## config.mk

```make
export PLATFORM = sky130hd
export DESIGN_NAME = cpu_alu_and_bit_ops
export DESIGN_NICKNAME = d
export VERILOG_FILES = /design/src/rtl/cabo_pkg.sv /design/src/rtl/cpu_alu_and_bit_ops.sv /design/src/rtl/cabo_in_stage.sv /design/src/rtl/cabo_core.sv /design/src/rtl/cabo_out_stage.sv
export SDC_FILE = /design/constraint.sdc
export NUM_CORES = 1
export LEC_CHECK = 0
export ABC_AREA = 1
export BUFFER_PORTS_ARGS = -buffer_cell sky130_fd_sc_hd__buf_4
export CORE_AREA = 2 2 126 128
export DETAILED_ROUTE_END_ITERATION = 8
export DIE_AREA = 0 0 128 130
export PLACE_DENSITY = 0.68
export SLEW_MARGIN = 40
export SYNTH_ARGS = -nofsm -noshare
export SYNTH_HDL_FRONTEND = slang
export SYNTH_HIERARCHICAL = 1
export SYNTH_SLANG_ARGS = --single-unit
```

## constraint.sdc

```tcl
create_clock -name i_clk -period 6.12 [get_ports i_clk]
set_input_delay 1.224 -clock i_clk [delete_from_list [all_inputs] [get_ports i_clk]]
set_output_delay 1.224 -clock i_clk [all_outputs]
set_load 0.005 [all_outputs]
```

## src/rtl/cabo_pkg.sv

```systemverilog
// ----------------------------------------------------------------------------
// cabo_pkg
// Shared types and codes for the flag-producing ALU and bit-op block.
// ----------------------------------------------------------------------------
package cabo_pkg;

    localparam logic [5:0] OP_ADD   = 6'd0;
    localparam logic [5:0] OP_ADC   = 6'd1;
    localparam logic [5:0] OP_SUB   = 6'd2;
    localparam logic [5:0] OP_SBC   = 6'd3;
    localparam logic [5:0] OP_AND   = 6'd4;
    localparam logic [5:0] OP_XOR   = 6'd5;
    localparam logic [5:0] OP_OR    = 6'd6;
    localparam logic [5:0] OP_CP    = 6'd7;
    localparam logic [5:0] OP_INC8  = 6'd8;
    localparam logic [5:0] OP_DEC8  = 6'd9;
    localparam logic [5:0] OP_ADD16 = 6'd10;
    localparam logic [5:0] OP_ADDSP = 6'd11;
    localparam logic [5:0] OP_DAA   = 6'd12;
    localparam logic [5:0] OP_CPL   = 6'd13;
    localparam logic [5:0] OP_SCF   = 6'd14;
    localparam logic [5:0] OP_CCF   = 6'd15;
    localparam logic [5:0] OP_RLCA  = 6'd16;
    localparam logic [5:0] OP_RRCA  = 6'd17;
    localparam logic [5:0] OP_RLA   = 6'd18;
    localparam logic [5:0] OP_RRA   = 6'd19;
    localparam logic [5:0] OP_RLC   = 6'd20;
    localparam logic [5:0] OP_RRC   = 6'd21;
    localparam logic [5:0] OP_RL    = 6'd22;
    localparam logic [5:0] OP_RR    = 6'd23;
    localparam logic [5:0] OP_SLA   = 6'd24;
    localparam logic [5:0] OP_SRA   = 6'd25;
    localparam logic [5:0] OP_SWAP  = 6'd26;
    localparam logic [5:0] OP_SRL   = 6'd27;
    localparam logic [5:0] OP_BIT   = 6'd28;
    localparam logic [5:0] OP_RES   = 6'd29;
    localparam logic [5:0] OP_SET   = 6'd30;
    localparam logic [5:0] OP_INC16 = 6'd31;
    localparam logic [5:0] OP_DEC16 = 6'd32;

    localparam int FLAG_Z = 3;
    localparam int FLAG_N = 2;
    localparam int FLAG_H = 1;
    localparam int FLAG_C = 0;

    localparam logic [7:0] DAA_LIMIT = 8'h99;
    localparam logic [3:0] DAA_NIB   = 4'h9;
    localparam logic [7:0] DAA_LO    = 8'h06;
    localparam logic [7:0] DAA_HI    = 8'h60;

    typedef struct packed {
        logic [5:0]  op;
        logic [15:0] first_operand;
        logic [15:0] second_operand;
        logic [2:0]  bit_index;
        logic [3:0]  flags_in;
    } t_item;

    typedef struct packed {
        logic [15:0] result;
        logic [3:0]  flags_out;
        logic        write_result;
    } t_result;

endpackage

```

## src/rtl/cpu_alu_and_bit_ops.sv

```systemverilog
// ----------------------------------------------------------------------------
// cpu_alu_and_bit_ops
// Flag-producing 8/16-bit ALU with prefixed rotate, shift and bit operations.
// ----------------------------------------------------------------------------
// Takes one operation per clock while not stalled. An accepted operation is held in
// the input register, passes through all ALU logic and is captured in the result
// register. Throughput is one operation per cycle as long as
// the consumer does not stall; o_stall follows i_stall combinationally only
// when both registers hold an item. Results come out in order, one per input.
// ----------------------------------------------------------------------------
module cpu_alu_and_bit_ops (
    input  logic        i_clk,
    input  logic        i_rst_n,
    input  logic        i_valid,
    output logic        o_stall,
    input  logic [5:0]  i_op,
    input  logic [15:0] i_first_operand,
    input  logic [15:0] i_second_operand,
    input  logic [2:0]  i_bit_index,
    input  logic [3:0]  i_flags_in,
    output logic        o_valid,
    input  logic        i_stall,
    output logic [15:0] o_result,
    output logic [3:0]  o_flags_out,
    output logic        o_write_result
);
    import cabo_pkg::*;

    t_item   in_item;
    t_item   reg_item;
    t_result core_result;
    t_result out_result;
    logic    reg_valid;
    logic    adv;

    assign in_item.op             = i_op;
    assign in_item.first_operand  = i_first_operand;
    assign in_item.second_operand = i_second_operand;
    assign in_item.bit_index      = i_bit_index;
    assign in_item.flags_in       = i_flags_in;

    cabo_in_stage u_in (
        .i_clk   (i_clk),
        .i_rst_n (i_rst_n),
        .i_valid (i_valid),
        .o_stall (o_stall),
        .i_item  (in_item),
        .i_adv   (adv),
        .o_valid (reg_valid),
        .o_item  (reg_item)
    );

    cabo_core u_core (
        .i_item   (reg_item),
        .o_result (core_result)
    );

    cabo_out_stage u_out (
        .i_clk    (i_clk),
        .i_rst_n  (i_rst_n),
        .i_valid  (reg_valid),
        .i_result (core_result),
        .o_adv    (adv),
        .o_valid  (o_valid),
        .i_stall  (i_stall),
        .o_result (out_result)
    );

    assign o_result       = out_result.result;
    assign o_flags_out    = out_result.flags_out;
    assign o_write_result = out_result.write_result;

endmodule

```

## src/rtl/cabo_in_stage.sv

```systemverilog
// ----------------------------------------------------------------------------
// cabo_in_stage
// Input register: captures one operation per transfer, holds it while the
// result side is stalled.
// ----------------------------------------------------------------------------
module cabo_in_stage (
    input  logic            i_clk,
    input  logic            i_rst_n,
    input  logic            i_valid,
    output logic            o_stall,
    input  cabo_pkg::t_item i_item,
    input  logic            i_adv,
    output logic            o_valid,
    output cabo_pkg::t_item o_item
);
    import cabo_pkg::*;

    logic  r_valid;
    logic  n_valid;
    t_item r_item;
    logic  load;

    assign load    = !r_valid || i_adv;
    assign n_valid = load ? i_valid : r_valid;
    assign o_stall = !load;
    assign o_valid = r_valid;
    assign o_item  = r_item;

    always_ff @(posedge i_clk) begin
        if (!i_rst_n) begin
            r_valid <= 1'b0;
        end else begin
            r_valid <= n_valid;
        end
    end

    always_ff @(posedge i_clk) begin
        if (load && i_valid) begin
            r_item <= i_item;
        end
    end

endmodule

```

## src/rtl/cabo_core.sv

```systemverilog
// ----------------------------------------------------------------------------
// cabo_core
// Combinational ALU: arithmetic, logic, decimal adjust, rotates, shifts and
// single-bit operations with Z N H C flag generation.
// ----------------------------------------------------------------------------
module cabo_core (
    input  cabo_pkg::t_item   i_item,
    output cabo_pkg::t_result o_result
);
    import cabo_pkg::*;

    logic [7:0]  a;
    logic [7:0]  d;
    logic [15:0] a16;
    logic [15:0] d16;
    logic        zi;
    logic        ni;
    logic        hi;
    logic        ci;
    logic        cin;
    logic [8:0]  sum8;
    logic [4:0]  hsum8;
    logic [8:0]  dif8;
    logic [4:0]  hdif8;
    logic [16:0] sum16;
    logic [12:0] hsum16;
    logic [15:0] sum_sp;
    logic [4:0]  hsum_sp;
    logic [8:0]  csum_sp;
    logic [7:0]  daa_adj;
    logic        daa_c;
    logic [7:0]  bit_mask;
    logic [15:0] res;
    logic [3:0]  fo;
    logic        wr;

    assign a   = i_item.first_operand[7:0];
    assign d   = i_item.second_operand[7:0];
    assign a16 = i_item.first_operand;
    assign d16 = i_item.second_operand;
    assign zi  = i_item.flags_in[FLAG_Z];
    assign ni  = i_item.flags_in[FLAG_N];
    assign hi  = i_item.flags_in[FLAG_H];
    assign ci  = i_item.flags_in[FLAG_C];

    assign cin = ci && (i_item.op == OP_ADC || i_item.op == OP_SBC);

    assign sum8    = {1'b0, a} + {1'b0, d} + {8'd0, cin};
    assign hsum8   = {1'b0, a[3:0]} + {1'b0, d[3:0]} + {4'd0, cin};
    assign dif8    = {1'b0, a} - {1'b0, d} - {8'd0, cin};
    assign hdif8   = {1'b0, a[3:0]} - {1'b0, d[3:0]} - {4'd0, cin};
    assign sum16   = {1'b0, a16} + {1'b0, d16};
    assign hsum16  = {1'b0, a16[11:0]} + {1'b0, d16[11:0]};
    assign sum_sp  = a16 + {{8{d[7]}}, d};
    assign hsum_sp = {1'b0, a16[3:0]} + {1'b0, d[3:0]};
    assign csum_sp = {1'b0, a16[7:0]} + {1'b0, d};
    assign bit_mask = 8'(1) << i_item.bit_index;

    always_comb begin
        daa_adj = 8'd0;
        daa_c   = ci;
        if (hi || (!ni && a[3:0] > DAA_NIB)) begin
            daa_adj = DAA_LO;
        end
        if (ci || (!ni && a > DAA_LIMIT)) begin
            daa_adj = daa_adj | DAA_HI;
            daa_c   = 1'b1;
        end
    end

    always_comb begin
        res = 16'd0;
        fo  = i_item.flags_in;
        wr  = 1'b1;
        case (i_item.op)
            OP_ADD, OP_ADC: begin
                res = {8'd0, sum8[7:0]};
                fo  = {sum8[7:0] == 8'd0, 1'b0, hsum8[4], sum8[8]};
            end
            OP_SUB, OP_SBC, OP_CP: begin
                fo = {dif8[7:0] == 8'd0, 1'b1, hdif8[4], dif8[8]};
                if (i_item.op == OP_CP) begin
                    wr = 1'b0;
                end else begin
                    res = {8'd0, dif8[7:0]};
                end
            end
            OP_AND: begin
                res = {8'd0, a & d};
                fo  = {(a & d) == 8'd0, 1'b0, 1'b1, 1'b0};
            end
            OP_XOR: begin
                res = {8'd0, a ^ d};
                fo  = {(a ^ d) == 8'd0, 3'b000};
            end
            OP_OR: begin
                res = {8'd0, a | d};
                fo  = {(a | d) == 8'd0, 3'b000};
            end
            OP_INC8: begin
                res = {8'd0, a + 8'd1};
                fo  = {a == 8'hff, 1'b0, a[3:0] == 4'hf, ci};
            end
            OP_DEC8: begin
                res = {8'd0, a - 8'd1};
                fo  = {a == 8'h01, 1'b1, a[3:0] == 4'h0, ci};
            end
            OP_ADD16: begin
                res = sum16[15:0];
                fo  = {zi, 1'b0, hsum16[12], sum16[16]};
            end
            OP_ADDSP: begin
                res = sum_sp;
                fo  = {2'b00, hsum_sp[4], csum_sp[8]};
            end
            OP_DAA: begin
                res = {8'd0, ni ? (a - daa_adj) : (a + daa_adj)};
                fo  = {res[7:0] == 8'd0, ni, 1'b0, daa_c};
            end
            OP_CPL: begin
                res = {8'd0, ~a};
                fo  = {zi, 1'b1, 1'b1, ci};
            end
            OP_SCF: begin
                wr = 1'b0;
                fo = {zi, 1'b0, 1'b0, 1'b1};
            end
            OP_CCF: begin
                wr = 1'b0;
                fo = {zi, 1'b0, 1'b0, !ci};
            end
            OP_RLCA: begin
                res = {8'd0, a[6:0], a[7]};
                fo  = {3'b000, a[7]};
            end
            OP_RRCA: begin
                res = {8'd0, a[0], a[7:1]};
                fo  = {3'b000, a[0]};
            end
            OP_RLA: begin
                res = {8'd0, a[6:0], ci};
                fo  = {3'b000, a[7]};
            end
            OP_RRA: begin
                res = {8'd0, ci, a[7:1]};
                fo  = {3'b000, a[0]};
            end
            OP_RLC: begin
                res = {8'd0, a[6:0], a[7]};
                fo  = {res[7:0] == 8'd0, 2'b00, a[7]};
            end
            OP_RL: begin
                res = {8'd0, a[6:0], ci};
                fo  = {res[7:0] == 8'd0, 2'b00, a[7]};
            end
            OP_SLA: begin
                res = {8'd0, a[6:0], 1'b0};
                fo  = {res[7:0] == 8'd0, 2'b00, a[7]};
            end
            OP_RRC: begin
                res = {8'd0, a[0], a[7:1]};
                fo  = {res[7:0] == 8'd0, 2'b00, a[0]};
            end
            OP_RR: begin
                res = {8'd0, ci, a[7:1]};
                fo  = {res[7:0] == 8'd0, 2'b00, a[0]};
            end
            OP_SRA: begin
                res = {8'd0, a[7], a[7:1]};
                fo  = {res[7:0] == 8'd0, 2'b00, a[0]};
            end
            OP_SRL: begin
                res = {8'd0, 1'b0, a[7:1]};
                fo  = {res[7:0] == 8'd0, 2'b00, a[0]};
            end
            OP_SWAP: begin
                res = {8'd0, a[3:0], a[7:4]};
                fo  = {a == 8'd0, 3'b000};
            end
            OP_BIT: begin
                wr = 1'b0;
                fo = {(a & bit_mask) == 8'd0, 1'b0, 1'b1, ci};
            end
            OP_RES: begin
                res = {8'd0, a & ~bit_mask};
            end
            OP_SET: begin
                res = {8'd0, a | bit_mask};
            end
            OP_INC16: begin
                res = a16 + 16'd1;
            end
            OP_DEC16: begin
                res = a16 - 16'd1;
            end
            default: begin
                wr = 1'b0;
            end
        endcase
    end

    assign o_result.result       = res;
    assign o_result.flags_out    = fo;
    assign o_result.write_result = wr;

endmodule

```

## src/rtl/cabo_out_stage.sv

```systemverilog
// ----------------------------------------------------------------------------
// cabo_out_stage
// Result register: holds a finished result until the consumer takes it.
// ----------------------------------------------------------------------------
module cabo_out_stage (
    input  logic              i_clk,
    input  logic              i_rst_n,
    input  logic              i_valid,
    input  cabo_pkg::t_result i_result,
    output logic              o_adv,
    output logic              o_valid,
    input  logic              i_stall,
    output cabo_pkg::t_result o_result
);
    import cabo_pkg::*;

    logic    r_valid;
    logic    n_valid;
    t_result r_result;

    assign o_adv    = !r_valid || !i_stall;
    assign n_valid  = o_adv ? i_valid : r_valid;
    assign o_valid  = r_valid;
    assign o_result = r_result;

    always_ff @(posedge i_clk) begin
        if (!i_rst_n) begin
            r_valid <= 1'b0;
        end else begin
            r_valid <= n_valid;
        end
    end

    always_ff @(posedge i_clk) begin
        if (o_adv && i_valid) begin
            r_result <= i_result;
        end
    end

endmodule

```

==> results.json, run 1 <==
{
  "n_antenna_cell": 0,
  "holdCritPathClass": "reg2reg",
  "critPathCaptureType": "flip-flop",
  "ant_nets": 0,
  "syn_inst": 1105,
  "worstSetupStartpoint": "u_in/o_item[23]",
  "synth_enable_flop_cells": 66,
  "startpoint_type": "flip-flop",
  "vdd_drop_max_mv": 0.124,
  "ys.flop_type": "edfxtp_1",
  "io_buffers": 71,
  "die_w_um": 128,
  "cts_setup_buffers": 0,
  "cts-resized-gates": 0,
  "die_area_um2": 16600,
  "avgSynthCellArea_um2": 6.74,
  "cts-root-buf": "clkbuf_16",
  "globalplace.congestion": 1.07,
  "syn_nets": 1227,
  "grt_pass1_vias": 7704,
  "worst_pin_slew_ns": 0.835,
  "routed_wl_um": 28300,
  "fin_crit_sh": 0.668,
  "first_iter_violations": 982,
  "total_power_mw": 1.65,
  "clock_latency_ns": 0.36,
  "drc_errors": 0,
  "routed-via-count": 8360,
  "cp_max_fo": 13,
  "finalHoldViolations": 0,
  "path_clk_slew_ns": 0.06,
  "post_drt_wl_per_cell_um": 20.6,
  "leakagePower_nw": 4.13,
  "cts.sinks": 68,
  "ioPinCount": 72,
  "hold_buffers": 0,
  "grt_first_pass_wirelength_um": 43000,
  "r2r_start": "u_in/o_item[23]",
  "final.fill_count": 1574,
  "drt-pass1-iter-count": 8,
  "synth-seq-cells": 68,
  "post-route-min-period_ns": 4.09,
  "fin_skew_ns": 0.0117,
  "yosysSeqAreaShare": 0.271,
  "crit_required_ns": 6.20,
  "drv_slew": 0,
  "antenna_found_initial": 0,
  "hold_path.startpoint": "u_in/o_valid",
  "dieHeight_um": 130,
  "syn_area_um2": 7450,
  "cts_tree": "done",
  "finalNetCount": 1299,
  "rows": 46,
  "yosysUniqueCellTypes": 48,
  "async_flop_share": 0,
  "initial_core_util": 0.483,
  "setup_violations": 0,
  "hpwlAfterDp_um": 21800,
  "max_freq_mhz": 245,
  "htreeDepth": 3,
  "rsz0062_at_grt": "false",
  "clockBufferDepth": 2,
  "outcome": "completed",
  "slew_headroom": 0.438,
  "p_per_area_nw_per_um2": 195,
  "detail_route.vias_per_cell": 6.08,
  "maxCapViolCount": 0,
  "grt_max_degree": 46,
  "setup_tns_ns": 0,
  "drive_gt1_frac": 0.118,
  "yosys_warnings": 6,
  "crit_type": "reg2reg",
  "cts_buffers": 9,
  "grt-ovfl-total": 0,
  "area_growth_pct": 13.9,
  "arrival_ns": 4.17,
  "grt_use_total": 0.344,
  "coreArea_um2": 15400
}
-- logic make-up (layout without fill, tap and decap cells) --
group | after synthesis | after routing | synth area share
XOR/XNOR | 18 | 18 | 0.0212
AO/OA/AOI/OAI | 173 | 173 | 0.133
AND/OR/NAND/NOR | 612 | 612 | 0.363
buffers and inverters | 161 | 238 | 0.0847
flip-flops | 68 | 68 | 0.271
adder cells (fa/ha/maj) | 73 | 73 | 0.127
-- cell usage in the layout, fill, tap and decap left out, drive strengths merged, types with 3 or more instances in the layout --
cell type / count
a21boi: 4
fa: 4
inv: 139
o22ai: 15
nor2: 132
clkbuf: 9
xor2: 13
a21oi: 58
clkinv: 11
or2: 10
o211ai: 3
buf: 77
nand3b: 4
a31oi: 4
a21o: 4
nand3: 112
nand4: 43
o21bai: 3
ha: 69
nand2: 287
xnor2: 5
o21ai: 65
edfxtp: 66
nor3: 16
nor4: 6
-- power by group --
| part | switching, mW | total [mW] | leakage (nW) | internal (mW) |
|---|---|---|---|---|
| Clock | 0.218 | 0.531 | 0.140 | 0.313 |
| Sequential | 0.0310 | 0.577 | 0.664 | 0.546 |
| Combinational | 0.358 | 0.544 | 3.32 | 0.186 |
-- synthesized netlist by cell type, types with 4 or more instances --
cell / instances / area (um2)
nand2_1: 281 / 1050
nor2_1: 128 / 480
inv_1: 124 / 465
nand3_1: 105 / 526
ha_1: 69 / 863
edfxtp_1: 66 / 1980
o21ai_0: 63 / 315
a21oi_1: 57 / 285
nand4_1: 43 / 269
inv_2: 15 / 56.3
nor3_1: 15 / 75.1
o22ai_1: 15 / 93.8
xor2_1: 13 / 114
or2_2: 10 / 62.6
clkbuf_1: 8 / 30.0
nand3_2: 7 / 70.1
clkinv_1: 6 / 22.5
nand2_2: 6 / 37.5
nor4_1: 6 / 37.5
xnor2_1: 5 / 43.8
a21boi_0: 4 / 30.0
a21o_1: 4 / 30.0
a31oi_1: 4 / 25.0
buf_4: 4 / 30.0
fa_1: 4 / 80.1
nand3b_1: 4 / 30.0
-- layout make-up --
type	count	area, um2	area share
multi-input cells	876	4810	0.567
well taps	192	240	0.0283
clock buffers	9	225	0.0265
flip-flops and latches	68	2020	0.238
repair buffers	77	578	0.0681
clock inverters	7	67.6	0.00796
inverters	145	544	0.0641
-- worst max-delay path, cell delays in order, from the launching register on --
cell	delay [ns]
edfxtp_1	0.80
inv_1	0.34
ha_1	0.32
nand2_1	0.09
inv_1	0.10
nor3_1	0.19
a21oi_1	0.15
inv_1	0.13
nand2_1	0.08
ha_1	0.36
a21oi_1	0.29
nand3b_1	0.13
nand2_1	0.12
o22ai_1	0.09
nor2_1	0.16
nand3_1	0.08
nor2_1	0.27
nand3_1	0.11
-- path summary, 6_finish.rpt --
check / to / cells past startpoint / slack (ns)
worst min register to register: u_in/o_valid / 2 / 0.49
worst max-delay path: u_out/o_result[9] / 17 / 2.03
worst min-delay path: u_in/o_valid / 2 / 0.49
worst max register to register: u_out/o_result[9] / 17 / 2.03
-- sequential cells by signal, indices dropped and copies added, names as in the netlist --
register	cells
u_out/o_result	21
u_in/o_valid	1
u_in/o_item	45
u_out/o_valid	1
-- routing by layer --
metal / track usage / up-vias / part of all wire
li1: - / 3901 / -
met1: 0.445 / 3861 / 0.40
met2: 0.567 / 503 / 0.45
met3: 0.0619 / 95 / 0.10
met4: 0.152 / 0 / 0.043
met5: 0 / - / 0
-- stage by stage --
| stage | cells | instance area, um2 | utilization | hold WS, ns | setup WS, ns |
|---|---|---|---|---|---|
| finish | 1374 | 8480 | 0.550 | 0.488 | 2.03 |
| global route | 1374 | 8480 | 0.550 | 0.503 | 1.81 |
| CTS | 1374 | 8480 | 0.550 | 0.490 | 2.22 |
| detailed placement | 1358 | 8190 | 0.531 | 0.480 | 2.24 |
| global placement | 1358 | 8190 | 0.531 | 0.481 | 2.21 |
| floorplan | 1105 | 7450 | - | 0.463 | 2.33 |
Note: power is estimated with default switching activity, not from simulation.
==> inputs of run 2 (changes only) <==
--- a/config.mk
+++ b/config.mk
@@ -10,7 +10,7 @@
 export CORE_AREA = 2 2 126 128
 export DETAILED_ROUTE_END_ITERATION = 8
 export DIE_AREA = 0 0 128 130
-export PLACE_DENSITY = 0.68
+export PLACE_DENSITY = 0.7
 export SLEW_MARGIN = 40
 export SYNTH_ARGS = -nofsm -noshare
 export SYNTH_HDL_FRONTEND = slang
==> constraint.sdc (replaced) <==
create_clock -name i_clk -period 3.43 [get_ports i_clk]
set_input_delay 0.686 -clock i_clk [delete_from_list [all_inputs] [get_ports i_clk]]
set_output_delay 0.686 -clock i_clk [all_outputs]
set_load 0.005 [all_outputs]
==> results.json, run 2 (synthesis results as in run 1) <==
{
  "crit_top_cell": "nand2_1",
  "dp.cells": 1397,
  "path_clk_slew_ns": 0.06,
  "layout_commonest_cell": "nand2_1",
  "holdCritPathClass": "reg2reg",
  "cp_max_fo": 5,
  "coreArea_um2": 15400,
  "routed-via-count": 8431,
  "clockBufferDepth": 2,
  "hold_buffers": 0,
  "htreeDepth": 3,
  "globalplace.congestion": 1.07,
  "worst_pin_slew_ns": 0.622,
  "grt_first_pass_wirelength_um": 42800,
  "place_area_um2": 8500,
  "cts_buffers": 9,
  "antenna_found_initial": 0,
  "rows": 46,
  "fin_skew_ns": 0.00960,
  "grt_use_total": 0.343,
  "first_iter_violations": 1081,
  "worst_path_max_delay_cell": "fa_1",
  "final_area_um2": 8890,
  "startpoint_type": "flip-flop",
  "total_power_mw": 3.09,
  "finalHoldViolations": 0,
  "ioPinCount": 72,
  "n_antenna_cell": 0,
  "outcome": "completed",
  "io_buffers": 71,
  "slew_headroom": 0.584,
  "crit_type": "reg2reg",
  "fin_crit_sh": 0.976,
  "grt_pass1_vias": 7806,
  "cts_tree": "done",
  "max_stage_delay_ns": 0.53,
  "cts.sinks": 68,
  "rrSetupSlack_ns": 0.08,
  "dieHeight_um": 130,
  "clock_latency_ns": 0.35,
  "crit_required_ns": 3.53,
  "stdcell_count": 1415,
  "setup_violations": 0,
  "initial_core_util": 0.483,
  "cts-root-buf": "clkbuf_16",
  "leakagePower_nw": 4.36,
  "finalNetCount": 1340,
  "maxCapViolCount": 0,
  "drt-pass1-iter-count": 8,
  "final_cell_mix": "nand2_1, nor2_1, inv_1",
  "p_per_area_nw_per_um2": 348,
  "die_w_um": 128,
  "critPathCaptureType": "flip-flop",
  "largest_register_ffs": 45,
  "hpwlAfterDp_um": 22700,
  "grt_max_degree": 46,
  "drv_slew": 0,
  "path_cells": "inv_2 -> nand2_1 -> nor4_2 -> buf_4 -> inv_1 -> fa_1 -> inv_1 -> ha_1 -> or2_2 -> nand4_1 -> nand2_1 -> xnor2_2 -> nor2_1 -> nor3_2 -> nand2_1 -> inv_1 -> nand2_1",
  "drive_gt1_frac": 0.159,
  "grt-ovfl-total": 0,
  "arrival_ns": 3.45,
  "die_area_um2": 16600,
  "vdd_drop_max_mv": 0.222,
  "max_freq_mhz": 299,
  "post_drt_wl_per_cell_um": 20.0,
  "routed_wl_um": 28200,
  "detail_route.vias_per_cell": 5.96,
  "area_growth_pct": 19.3,
  "ant_nets": 0,
  "drc_errors": 0,
  "post-route-min-period_ns": 3.35
}
run 2: through the flow:
| stage | worst slack (ns) | utilization | hold slack, ns | TNS [ns] |
|---|---|---|---|---|
| after detailed placement | 0.0481 | 0.551 | 0.484 | 0 |
| after floorplan | 0.0577 | - | 0.463 | 0 |
| after global routing | -0.00151 | 0.576 | 0.500 | -0.00151 |
| after global placement | -0.0162 | 0.551 | 0.475 | -0.0162 |
| after CTS | 0.0232 | 0.572 | 0.492 | 0 |
| final | 0.0830 | 0.576 | 0.487 | 0 |
run 2: final timing paths:
path | end | cells past startpoint | from
max | u_out/o_result[10] | 17 | u_in/o_item[42]
min | u_in/o_valid | 2 | u_in/o_valid
max reg2reg | u_out/o_result[10] | 17 | u_in/o_item[42]
min reg2reg | u_in/o_valid | 2 | u_in/o_valid
run 2: critical path, delay by kind of cell (launching register included):
kind	cells	cell delay [ns]
AND/OR/NAND/NOR	9	1.27
XOR/XNOR	1	0.19
flip-flops	1	0.41
buffers and inverters	5	0.54
adder cells (fa/ha/maj)	2	0.71
run 2: repair_timing:
item / CTS / global route
endpoints found under the setup margin: 0 / 9
setup buffers: 0 / 2
gates resized for setup: 0 / 16
run 2: report_power, final:
| part | leakage (nW) | internal [mW] | switching, mW | total [mW] |
|---|---|---|---|---|
| logic | 3.53 | 0.375 | 0.668 | 1.04 |
| clock network | 0.160 | 0.642 | 0.397 | 1.04 |
| registers | 0.664 | 0.973 | 0.0387 | 1.01 |
run 2: area by class of cell:
type | instances | area, um2
multi-input cells | 876 | 4860
flip-flops and latches | 68 | 2020
clock inverters | 7 | 100
repair buffers | 118 | 898
clock buffers | 9 | 225
inverters | 145 | 544
well taps | 192 | 240
fillers | 1530 | 6540
run 2: routing by layer:
layer	global-route usage	vias to the layer above	wire length, um
met2	0.553	484	12600
met4	0.184	0	1680
met5	0	-	0
met1	0.430	3841	11100
li1	-	3989	-
met3	0.0791	117	2820
